`src/hw/rtl/hrg_pkg.sv`:
```
// Shared types, constants and functions for the half RGBA to gamma RGBA8 block.
// Holds the pixel structs, the half decode function and the gamma threshold table.
// No dependencies.
`timescale 1ns / 1ps

package hrg_pkg;

  localparam int FIX_W        = 25;               // U1.24, covers 0..2^24
  localparam int FRAC_BITS    = 24;
  localparam int SEARCH_STEPS = 8;                // one step per output bit
  localparam int STAGES       = SEARCH_STEPS + 2; // decode, search steps, output
  localparam int THR_ENTRIES  = 256;

  localparam logic [FIX_W-1:0] ONE_FIX  = FIX_W'(1) << FRAC_BITS;
  localparam logic [4:0]       EXP_SPEC = 5'h1f;
  localparam logic [4:0]       EXP_ONE  = 5'd15;

  typedef struct packed {
    logic [15:0] red_half;
    logic [15:0] green_half;
    logic [15:0] blue_half;
    logic [15:0] alpha_half;
  } pix_in_t;

  typedef struct packed {
    logic [7:0] red_byte;
    logic [7:0] green_byte;
    logic [7:0] blue_byte;
    logic [7:0] alpha_byte;
  } pix_out_t;

  typedef struct packed {
    logic [FIX_W-1:0] red;
    logic [FIX_W-1:0] green;
    logic [FIX_W-1:0] blue;
    logic [FIX_W-1:0] alpha;
  } fix_set_t;

  typedef logic [SEARCH_STEPS-1:0]            step_load_t;
  typedef logic [THR_ENTRIES-1:0][FIX_W-1:0] thr_tab_t;

  // Exact decode of a binary16 pattern, clamped to [0,1].
  function automatic logic [FIX_W-1:0] half_to_fix(input logic [15:0] h);
    logic       neg;
    logic [4:0] ex;
    logic [9:0] man;
    logic [3:0] sh;
    logic [FIX_W-1:0] res;
    neg = h[15];
    ex  = h[14:10];
    man = h[9:0];
    sh  = 4'(ex - 5'd1);
    if (ex == EXP_SPEC) begin
      res = (man != 10'd0 || neg) ? '0 : ONE_FIX;
    end else if (neg) begin
      res = '0;
    end else if (ex == 5'd0) begin
      res = FIX_W'(man);
    end else if (ex >= EXP_ONE) begin
      res = ONE_FIX;
    end else begin
      res = FIX_W'({1'b1, man}) << sh;
    end
    return res;
  endfunction

  // Smallest V with V^5 * 510^11 >= (2k-1)^11 * 2^120, i.e. the code k
  // threshold ((k-0.5)/255)^2.2 in U1.24. Entry 0 is never looked at.
  function automatic thr_tab_t build_thr();
    thr_tab_t     tab;
    logic [255:0] c510;
    logic [255:0] rhs;
    logic [255:0] lhs;
    logic [25:0]  lo;
    logic [25:0]  hi;
    logic [25:0]  mid;
    tab  = '0;
    c510 = 256'd1;
    for (int i = 0; i < 11; i++) begin
      c510 = c510 * 256'd510;
    end
    for (int k = 1; k < THR_ENTRIES; k++) begin
      rhs = 256'd1;
      for (int i = 0; i < 11; i++) begin
        rhs = rhs * 256'(2 * k - 1);
      end
      rhs = rhs << 120;
      lo  = 26'd1;
      hi  = 26'(ONE_FIX);
      for (int it = 0; it < 26; it++) begin
        if (lo < hi) begin
          mid = (lo + hi) >> 1;
          lhs = c510;
          for (int p = 0; p < 5; p++) begin
            lhs = lhs * 256'(mid);
          end
          if (lhs >= rhs) begin
            hi = mid;
          end else begin
            lo = mid + 26'd1;
          end
        end
      end
      tab[k] = FIX_W'(lo);
    end
    return tab;
  endfunction

  localparam thr_tab_t GAMMA_THR = build_thr();

endpackage

```
`src/hw/rtl/hrg_decode.sv`:
```
// Front stage: decodes the four half channels of a pixel into U1.24 values.
// Depends on hrg_pkg.
`timescale 1ns / 1ps

module hrg_decode (
  input  logic             clk,
  input  logic             load,
  input  hrg_pkg::pix_in_t pixel,
  output hrg_pkg::fix_set_t fix
);
  import hrg_pkg::*;

  always_ff @(posedge clk) begin
    if (load) begin
      fix.red   <= half_to_fix(pixel.red_half);
      fix.green <= half_to_fix(pixel.green_half);
      fix.blue  <= half_to_fix(pixel.blue_half);
      fix.alpha <= half_to_fix(pixel.alpha_half);
    end
  end

endmodule

```
`src/hw/rtl/hrg_gamma_lane.sv`:
```
// One color lane: bitwise binary search of the gamma threshold table,
// one output bit per pipeline stage. Depends on hrg_pkg.
`timescale 1ns / 1ps

module hrg_gamma_lane (
  input  logic                    clk,
  input  hrg_pkg::step_load_t     load,
  input  logic [hrg_pkg::FIX_W-1:0] value,
  output logic [7:0]              code
);
  import hrg_pkg::*;

  logic [FIX_W-1:0] v_q [SEARCH_STEPS-1];
  logic [7:0]       r_q [SEARCH_STEPS];

  for (genvar s = 0; s < SEARCH_STEPS; s++) begin : g_step
    logic [FIX_W-1:0] v_cur;
    logic [7:0]       r_cur;
    logic [7:0]       cand;
    logic             hit;

    if (s == 0) begin : g_first
      assign v_cur = value;
      assign r_cur = '0;
    end else begin : g_rest
      assign v_cur = v_q[s-1];
      assign r_cur = r_q[s-1];
    end

    // try setting this bit; keep it if the value clears that threshold
    assign cand = r_cur | (8'd1 << (SEARCH_STEPS - 1 - s));
    assign hit  = v_cur >= GAMMA_THR[cand];

    always_ff @(posedge clk) begin
      if (load[s]) begin
        r_q[s] <= hit ? cand : r_cur;
      end
    end

    if (s < SEARCH_STEPS - 1) begin : g_pass
      always_ff @(posedge clk) begin
        if (load[s]) begin
          v_q[s] <= v_cur;
        end
      end
    end
  end

  assign code = r_q[SEARCH_STEPS-1];

  // a set top bit means the value cleared the code 128 threshold
  a_top_bit: assert property (@(posedge clk)
    load[0] |=> (r_q[0][7] == (v_q[0] >= GAMMA_THR[128])))
    else $error("gamma lane top bit disagrees with threshold");

endmodule

```
`src/hw/rtl/hrg_alpha_lane.sv`:
```
// Alpha lane: round(255*v) on the U1.24 value, then a delay line that keeps
// step with the color lanes. Depends on hrg_pkg.
`timescale 1ns / 1ps

module hrg_alpha_lane (
  input  logic                      clk,
  input  hrg_pkg::step_load_t       load,
  input  logic [hrg_pkg::FIX_W-1:0] value,
  output logic [7:0]                code
);
  import hrg_pkg::*;

  localparam int PROD_W = FIX_W + 8;

  logic [PROD_W-1:0] prod;
  logic [7:0]        lin;
  logic [7:0]        a_q [SEARCH_STEPS];

  // ties round up; value 2^24 lands exactly on 255
  assign prod = PROD_W'(value) * PROD_W'(255) + (PROD_W'(1) << (FRAC_BITS - 1));
  assign lin  = prod[FRAC_BITS +: 8];

  always_ff @(posedge clk) begin
    if (load[0]) begin
      a_q[0] <= lin;
    end
    for (int s = 1; s < SEARCH_STEPS; s++) begin
      if (load[s]) begin
        a_q[s] <= a_q[s-1];
      end
    end
  end

  assign code = a_q[SEARCH_STEPS-1];

endmodule

```
`src/hw/rtl/half_rgba_to_gamma_rgba8.sv`:
```
// Top level: half RGBA pixel in, gamma 2.2 RGBA8 pixel out.
// Depends on hrg_pkg, hrg_decode, hrg_gamma_lane, hrg_alpha_lane.
//
//   channel   direction  handshake             payload
//   in        input      in_valid / in_ready   in_pixel  (hrg_pkg::pix_in_t)
//   out       output     out_valid / out_ready out_pixel (hrg_pkg::pix_out_t)
//
// One pixel per cycle sustained while out_ready is high; each request goes through
// ten register stages (one decode, eight threshold search, one output), the first
// loaded at the edge that takes it.
// Each stage holds its own valid bit, so empty stages fill while the output stalls.
// Reset clears the valid bits only; no clearing pass is needed.
`timescale 1ns / 1ps

module half_rgba_to_gamma_rgba8 (
  input  logic              clk,
  input  logic              rst,
  input  logic              in_valid,
  output logic              in_ready,
  input  hrg_pkg::pix_in_t  in_pixel,
  output logic              out_valid,
  input  logic              out_ready,
  output hrg_pkg::pix_out_t out_pixel
);
  import hrg_pkg::*;

  logic [STAGES-1:0] vld;
  logic [STAGES-1:0] vld_next;
  logic [STAGES-1:0] space;
  logic [STAGES-1:0] go;
  logic [STAGES-1:0] load;

  fix_set_t   fix;
  step_load_t step_load;
  logic [7:0] red_code;
  logic [7:0] green_code;
  logic [7:0] blue_code;
  logic [7:0] alpha_code;

  // a stage can take a request if empty or if its content moves on this cycle
  always_comb begin
    go[STAGES-1]    = out_ready;
    space[STAGES-1] = !vld[STAGES-1] || out_ready;
    for (int s = STAGES - 2; s >= 0; s--) begin
      go[s]    = space[s+1];
      space[s] = !vld[s] || space[s+1];
    end
    load[0] = in_valid && space[0];
    for (int s = 1; s < STAGES; s++) begin
      load[s] = vld[s-1] && space[s];
    end
    vld_next = load | (vld & ~go);
  end

  always_ff @(posedge clk) begin
    if (rst) begin
      vld <= '0;
    end else begin
      vld <= vld_next;
    end
  end

  assign in_ready  = space[0];
  assign out_valid = vld[STAGES-1];
  assign step_load = load[SEARCH_STEPS:1];

  hrg_decode u_decode (
    .clk   (clk),
    .load  (load[0]),
    .pixel (in_pixel),
    .fix   (fix)
  );

  hrg_gamma_lane u_red (
    .clk   (clk),
    .load  (step_load),
    .value (fix.red),
    .code  (red_code)
  );

  hrg_gamma_lane u_green (
    .clk   (clk),
    .load  (step_load),
    .value (fix.green),
    .code  (green_code)
  );

  hrg_gamma_lane u_blue (
    .clk   (clk),
    .load  (step_load),
    .value (fix.blue),
    .code  (blue_code)
  );

  hrg_alpha_lane u_alpha (
    .clk   (clk),
    .load  (step_load),
    .value (fix.alpha),
    .code  (alpha_code)
  );

  // merge the lanes into the output register
  always_ff @(posedge clk) begin
    if (load[STAGES-1]) begin
      out_pixel.red_byte   <= red_code;
      out_pixel.green_byte <= green_code;
      out_pixel.blue_byte  <= blue_code;
      out_pixel.alpha_byte <= alpha_code;
    end
  end

  a_empty_front_ready: assert property (@(posedge clk) disable iff (rst)
    !vld[0] |-> in_ready)
    else $error("front stage empty but request refused");

  a_full_stall: assert property (@(posedge clk) disable iff (rst)
    (&vld) && !out_ready |-> !in_ready)
    else $error("request taken while every stage is held");

  a_reset_empty: assert property (@(posedge clk)
    rst |=> !out_valid && vld == '0)
    else $error("pipeline not empty after reset");

  a_no_loss: assert property (@(posedge clk) disable iff (rst)
    vld[STAGES-1] && !out_ready |=> vld[STAGES-1])
    else $error("output dropped without handshake");

endmodule
```
`config.mk`:
```
export PLATFORM = sky130hd
export DESIGN_NAME = half_rgba_to_gamma_rgba8
export DESIGN_NICKNAME = d
export VERILOG_FILES = /design/src/hw/rtl/hrg_pkg.sv /design/src/hw/rtl/hrg_decode.sv /design/src/hw/rtl/hrg_gamma_lane.sv /design/src/hw/rtl/hrg_alpha_lane.sv /design/src/hw/rtl/half_rgba_to_gamma_rgba8.sv
export SDC_FILE = /design/constraint.sdc
export NUM_CORES = 2
export LEC_CHECK = 0
export BUFFER_PORTS_ARGS = -buffer_cell sky130_fd_sc_hd__buf_2
export CAP_MARGIN = 0
export CORE_ASPECT_RATIO = 1.2
export CORE_MARGIN = 8
export CORE_UTILIZATION = 35
export CTS_CLUSTER_SIZE = 30
export DETAILED_ROUTE_END_ITERATION = 8
export PLACE_DENSITY_LB_ADDON = 0.1
export SYNTH_ARGS = -nofsm -noshare
export SYNTH_HDL_FRONTEND = slang
export SYNTH_HIERARCHICAL = 1
export SYNTH_SLANG_ARGS = --single-unit
```
`constraint.sdc`:
```
create_clock -name clk -period 17.02 [get_ports clk]
set_clock_uncertainty 0.2 [all_clocks]
set_input_delay 3.404 -clock clk [delete_from_list [all_inputs] [get_ports clk]]
set_output_delay 3.404 -clock clk [all_outputs]
set_load 0.05 [all_outputs]
```
* Yosys cells after proc, flatten, opt, wreduce, memory -nomap -nowiden *
Memories as Yosys holds them, arrays and structs flattened. A register that Yosys moved wholly into a read port is not among the register bits.
Index checks and enable logic that the tools add are counted.

word-level totals
  output and inout port bits = 34
  RAM bits = 781
  flip-flop bits (word level) = 110
  input bits = 68
  word-level logic and storage cells = 222
  ROM bits = 67200
  memories kept = 28

memory list
  memory           words  width  read ports  clocked after memory_dff  write ports  line                  text
  (no name shown)  128    25     1           0                         0            hrg_gamma_lane.sv:32  assign hit = v_cur >= GAMMA_THR[cand];
  (no name shown)  128    25     1           0                         0            hrg_gamma_lane.sv:32
  (no name shown)  128    25     1           0                         0            hrg_gamma_lane.sv:32
  (no name shown)  128    25     1           0                         0            hrg_gamma_lane.sv:32
  (no name shown)  128    25     1           0                         0            hrg_gamma_lane.sv:32
  (no name shown)  128    25     1           0                         0            hrg_gamma_lane.sv:32
  +22 memories     -      -      -           -                         -            -

operators by class
  equality and inequality tests = 4
  $lt $le $gt $ge = 49
  shift operators = 4
  add/subtract/negate cells = 5
  bitwise gates (word level) = 3
  reduce and logical (&&, ||, !) cells = 42
  muxes and demuxes = 81
  multipliers = 1

operators by type and width
  cell                                                                  count
  two-way mux 25 bit                                                    41
  greater-or-equal comparator 25 bit                                    21
  < comparator 8 x 9 -> 1 bit (second input constant)                   21
  left shift 11 x 4 -> 25 bit                                           4
  greater-or-equal comparator 25 x 22 -> 1 bit (second input constant)  3
  nonzero test 10 bit                                                   4
  adder 32 x 24 -> 32 bit (second input constant)                       1
  multiplier 25 x 8 -> 32 bit (second input constant)                   1
  two-way mux 8 bit                                                     3
  two-way mux 7 bit                                                     3
  == test 5 bit (second input constant)                                 4
  greater-or-equal comparator 5 x 4 -> 1 bit (second input constant)    4
  logical NOT 5 bit                                                     4
  two-way mux 1 bit                                                     19
  two-way mux 6 bit                                                     3
  subtractor 4 x 1 -> 4 bit (second input constant)                     4
  two-way mux 5 bit                                                     3
  logical OR 1 bit                                                      14
  two-way mux 4 bit                                                     3
  bitwise AND 10 bit                                                    1
  logical AND 1 bit                                                     10
  logical NOT 1 bit                                                     10
  inverter 10 bit                                                       1
  OR 10 bit                                                             1
  2 further kinds                                                       6

* Longest topological paths before layout *
  depth in word-level cells = 13
  depth in mapped cells = 18
  mapped depth without buffers = 16

* Cells and area by module *
The synthesis kept the hierarchy.

by module, submodules not included
  module                    sequential area each (um2)  area an instance (um2)  instances  cells an instance
  hrg_gamma_lane (u_blue)   6336.1                      17682.0                 1          1926
  hrg_gamma_lane (u_red)    6336.1                      17384.2                 1          1901
  hrg_gamma_lane (u_green)  6336.1                      17345.4                 1          1926
  hrg_decode                3002.9                      7038.0                  1          685
  hrg_alpha_lane            1921.8                      6482.5                  1          538
  half_rgba_to_gamma_rgba8  1161.1                      1426.4                  1          84

* Worst setup path after synthesis *
OpenSTA, ideal clock, no wires.

  kind = input to register
  start point = input port out_ready
  end point = memory u_alpha.a_q[5][2] (netlist: u_alpha/a_q[1][10]), enable pin
  slack = 5.063 ns
  required time = 16.105 ns
  setup time = 0.715 ns
  path buffers = 1
  arrival = 11.042 ns
  stages on the path = 3
  path through = and4b_1 > buf_6 > a21boi_0

RTL lines
  what             line                            text
  start, declared  half_rgba_to_gamma_rgba8.sv:22  input logic out_ready,
  end, declared    hrg_alpha_lane.sv:17            logic [7:0] a_q [SEARCH_STEPS];

* Final worst setup path *
  start point = input port out_ready
  end point = output port in_ready

between the ends
  longest elaborated chain between the ends = 10

RTL lines
  what                            line                            text
  logical OR 1 bit                half_rgba_to_gamma_rgba8.sv:43  space[STAGES-1] = !vld[STAGES-1] || out_ready;
  logical OR 1 bit (9 in series)  half_rgba_to_gamma_rgba8.sv:46  space[s] = !vld[s] || space[s+1];
  end, declared                   half_rgba_to_gamma_rgba8.sv:19  output logic in_ready,

No other way between the ends.

==> flow_summary_export.csv <==
group,metric,value,unit
pwr,pwr-share-seq,0.409,
finish,finalNetCount,7687,
critical_path,critPathLaunch,"out_ready",
placement,gp_congestion,0.966,
pwr,ir_drop,0.0908,mV
floorplanning,ios,102,
pwr,p_sw,1.71,mW
synth,synthesis.area,67400,um^2
finish,fillers,19100,
clocking,cts-htree-levels,3,
synth,synth.distinct_cells,119,
sta,min_period,8470,ps
synth,synth-edff-count,829,
critical_path,path_cells,"buf_2 > and4b_1 > nand4_4 > or2_1 > buf_2",
sta,final-setup-viol-count,0,
sta,relSlewSlack,0.111,
clocking,cts_root_buffer,"clkbuf_16",
sta,post-route-period-util,0.498,
floorplanning,die_h,497,um
sta,timing.fmax,118,MHz
critical_path,cp_slowest_stage_delay,600,ps
hold_path,hp-class,"register to register",
pwr,p_comb_frac,0.251,
critical_path,worst-setup-path-type,"primary input to output port",
clocking,insertion_delay,710,ps
finish,syn2layout_area_growth,7.46,%
routing,drc_errors,0,
floorplanning,initial_utilization,0.352,
clocking,postCtsSetupBuffers,0,
synth,synth_seq_cells,839,
critical_path,worstPathMaxFanout,9,
synth,synthArstFlopShare,0,
pwr,p_per_area,79.5,nW/um^2
floorplanning,die_area,207000,um^2
clocking,cts_tree,"built",
clocking,cts_resized,0,
hold_path,hp-start,"u_alpha/a_q[0][11]$_DFFE_PP_",
global_route,grt_pass1_vias,53600,
floorplanning,core.rowCount,176,
placement,post_dp_cell_area,69400,um^2
placement,io_buffers,101,
clocking,cts_buffer_depth,3,
critical_path,r2r_start,"u_red/r_q[1][18]$_DFFE_PP_",
global_route,grt_usage,0.188,
outcome,outcome,"finished clean",
synth,synthFlopType,"edfxtp_1",
sta,setup_slack,8550,ps
sta,slew_violations,0,
run,maxCapViolCount,0,
routing,drtIter0Drc,5519,
clocking,clk_pin_slew_worst_paths,60,ps
synth,syn_inst,7060,
finish,utilization,0.378,
clocking,numClockSinks,839,
critical_path,worst_path_most_repeated_cell,"buf_2",
global_route,grt_first_pass_wirelength,315000,um
pwr,p_total,5.75,mW
global_route,grt_max_degree,175,
critical_path,crit_slowest_cell,"and4b_1",
floorplanning,fp.dieW,416,um
sta,timing.hold.ws,195,ps
placement,dp_slack,8520,ps
synth,ys_seq_area_frac,0.373,
finish,drive_above_1_share,0.0796,
pwr,leakage,27.1,nW
clocking,cts_hold_repair.buffers,0,
clocking,numCtsBuffers,91,
finish,design_area,72400,um^2
critical_path,critPathCaptureType,"output port",
sta,tightest_slew,1330,ps
sta,fin_tns_setup,0,ps
critical_path,reg2reg_slack,11150,ps
critical_path,start_kind,"primary input",
placement,dp.cells,9217,
routing,wire_per_inst,21.8,um
sta,rsz0062_at_grt,"no",
routing,dr.pass1.iters,6,
floorplanning,core-area,191000,um^2
routing,viasPerCell,5.87,
global_route,antenna_found_initial,1,
routing,vias,55100,
routing,drtAntennaViolNets,0,
critical_path,cp.arrival,4870,ps
sta,hold_viol,0,
placement,dpl.hpwl,150000,um
synth,yosysWarningCount,6,
critical_path,required,13420,ps
routing,wirelength,205000,um
synth,avgSynthCellArea,9.54,um^2
finish,final_cells,9387,
global_route,grt_overflow_total,0,
pwr,p_clk_frac,0.340,
synth,syn_nets,7929,
pwr,p_sw_frac,0.296,
pwr,intPower,4.05,mW
[cell usage after synthesis, types with 148 or more instances]
master	n	area [um^2]
edfxtp_1	829	24900
inv_1	339	1270
nand2b_1	148	926
ha_1	687	8600
buf_2	153	766
nor3_1	183	916
o21ai_0	542	2710
nor2_1	534	2000
clkbuf_1	280	1050
nand2_1	553	2080
nand3_1	172	861
a21oi_1	593	2970
[placed cells by master, fill, tap and decap left out, types with 30 or more instances in the layout]
cell type  count
edfxtp_1     829
ha_1         687
a21oi_1      593
nand2_1      553
o21ai_0      542
nor2_1       534
inv_1        339
nor3_1       183
nand3_1      172
nand2b_1     148
nor2b_1      129
a211oi_1     128
fa_1         114
a31oi_1      110
buf_2        101
o211ai_1     101
a21o_1        98
buf_4         92
clkbuf_16     91
nand4_1       70
mux2i_1       66
o311ai_0      63
a311oi_1      61
o31ai_1       54
mux2_2        54
mux4_2        52
a221oi_1      45
a22oi_1       45
o22ai_1       41
and2_1        37
nor4_1        34
o221ai_1      34
o21a_1        33
or2_2         30
a2111oi_0     30
or3_1         30
[worst max-delay path: cells and delay by family]
kind / cells / cell delay, ps
buffers and inverters: 2 / 310
and+or+nand+nor: 3 / 1150
[flip-flops by register name (all words and copies together) (netlist names)]
register / flops
u_green/r_q: 36
u_blue/v_q: 175
u_blue/r_q: 36
u_green/v_q: 175
u_alpha/a_q: 64
u_red/r_q: 36
vld: 10
out_pixel: 32
u_decode/fix: 100
u_red/v_q: 175
[cells by family (layout without fill, tap and decap cells)]
| kind of cell | after synthesis | after routing | share of synthesized area |
|---|---|---|---|
| muxes | 172 | 172 | 0.0362 |
| DFF | 839 | 839 | 0.373 |
| buffers and inverters | 881 | 715 | 0.0556 |
| other | 0 | 1 | 0 |
| and+or+nand+nor | 2088 | 2088 | 0.153 |
| adders and majority gates | 802 | 802 | 0.162 |
| AOI/OAI and AO/OA | 2238 | 2238 | 0.215 |
| xor gates and xnor gates | 40 | 40 | 0.00609 |
[power groups by stage]
stage	Combinational (mW)	Sequential, mW	Clock [mW]
after floorplan	1.15	2.39	0
after CTS	1.47	2.36	2.04
after global routing	1.68	2.36	2.10
after global placement	1.45	2.40	0
final	1.45	2.35	1.95
after detailed placement	1.46	2.40	0
[per-layer routing]
metal	track usage	share of wire
met3	0.0249	0.058
met1	0.239	0.42
met4	0.0892	0.051
met5	0	0
met2	0.318	0.47
[worst paths after layout]
| kind | to | cells after the start |
|---|---|---|
| worst max-delay path | in_ready | 5 |
| worst min-delay path | u_alpha/a_q[0][19]$_DFFE_PP_ | 0 |
| worst max register to register | u_red/r_q[1][24]$_DFFE_PP_ | 16 |
| worst min register to register | u_alpha/a_q[0][19]$_DFFE_PP_ | 0 |
[layout make-up]
class,instances,area (um^2),area share
diodes,1,2.50,0.0000346
clock buffers,111,2370,0.0328
clock inverters,58,634,0.00876
inverters,351,1320,0.0182
multi-input cells,5340,38600,0.533
flip-flops and latches,839,25100,0.347
well taps,2492,3120,0.0431
repair buffers,195,1240,0.0171
(Power assumes the default switching activity.)
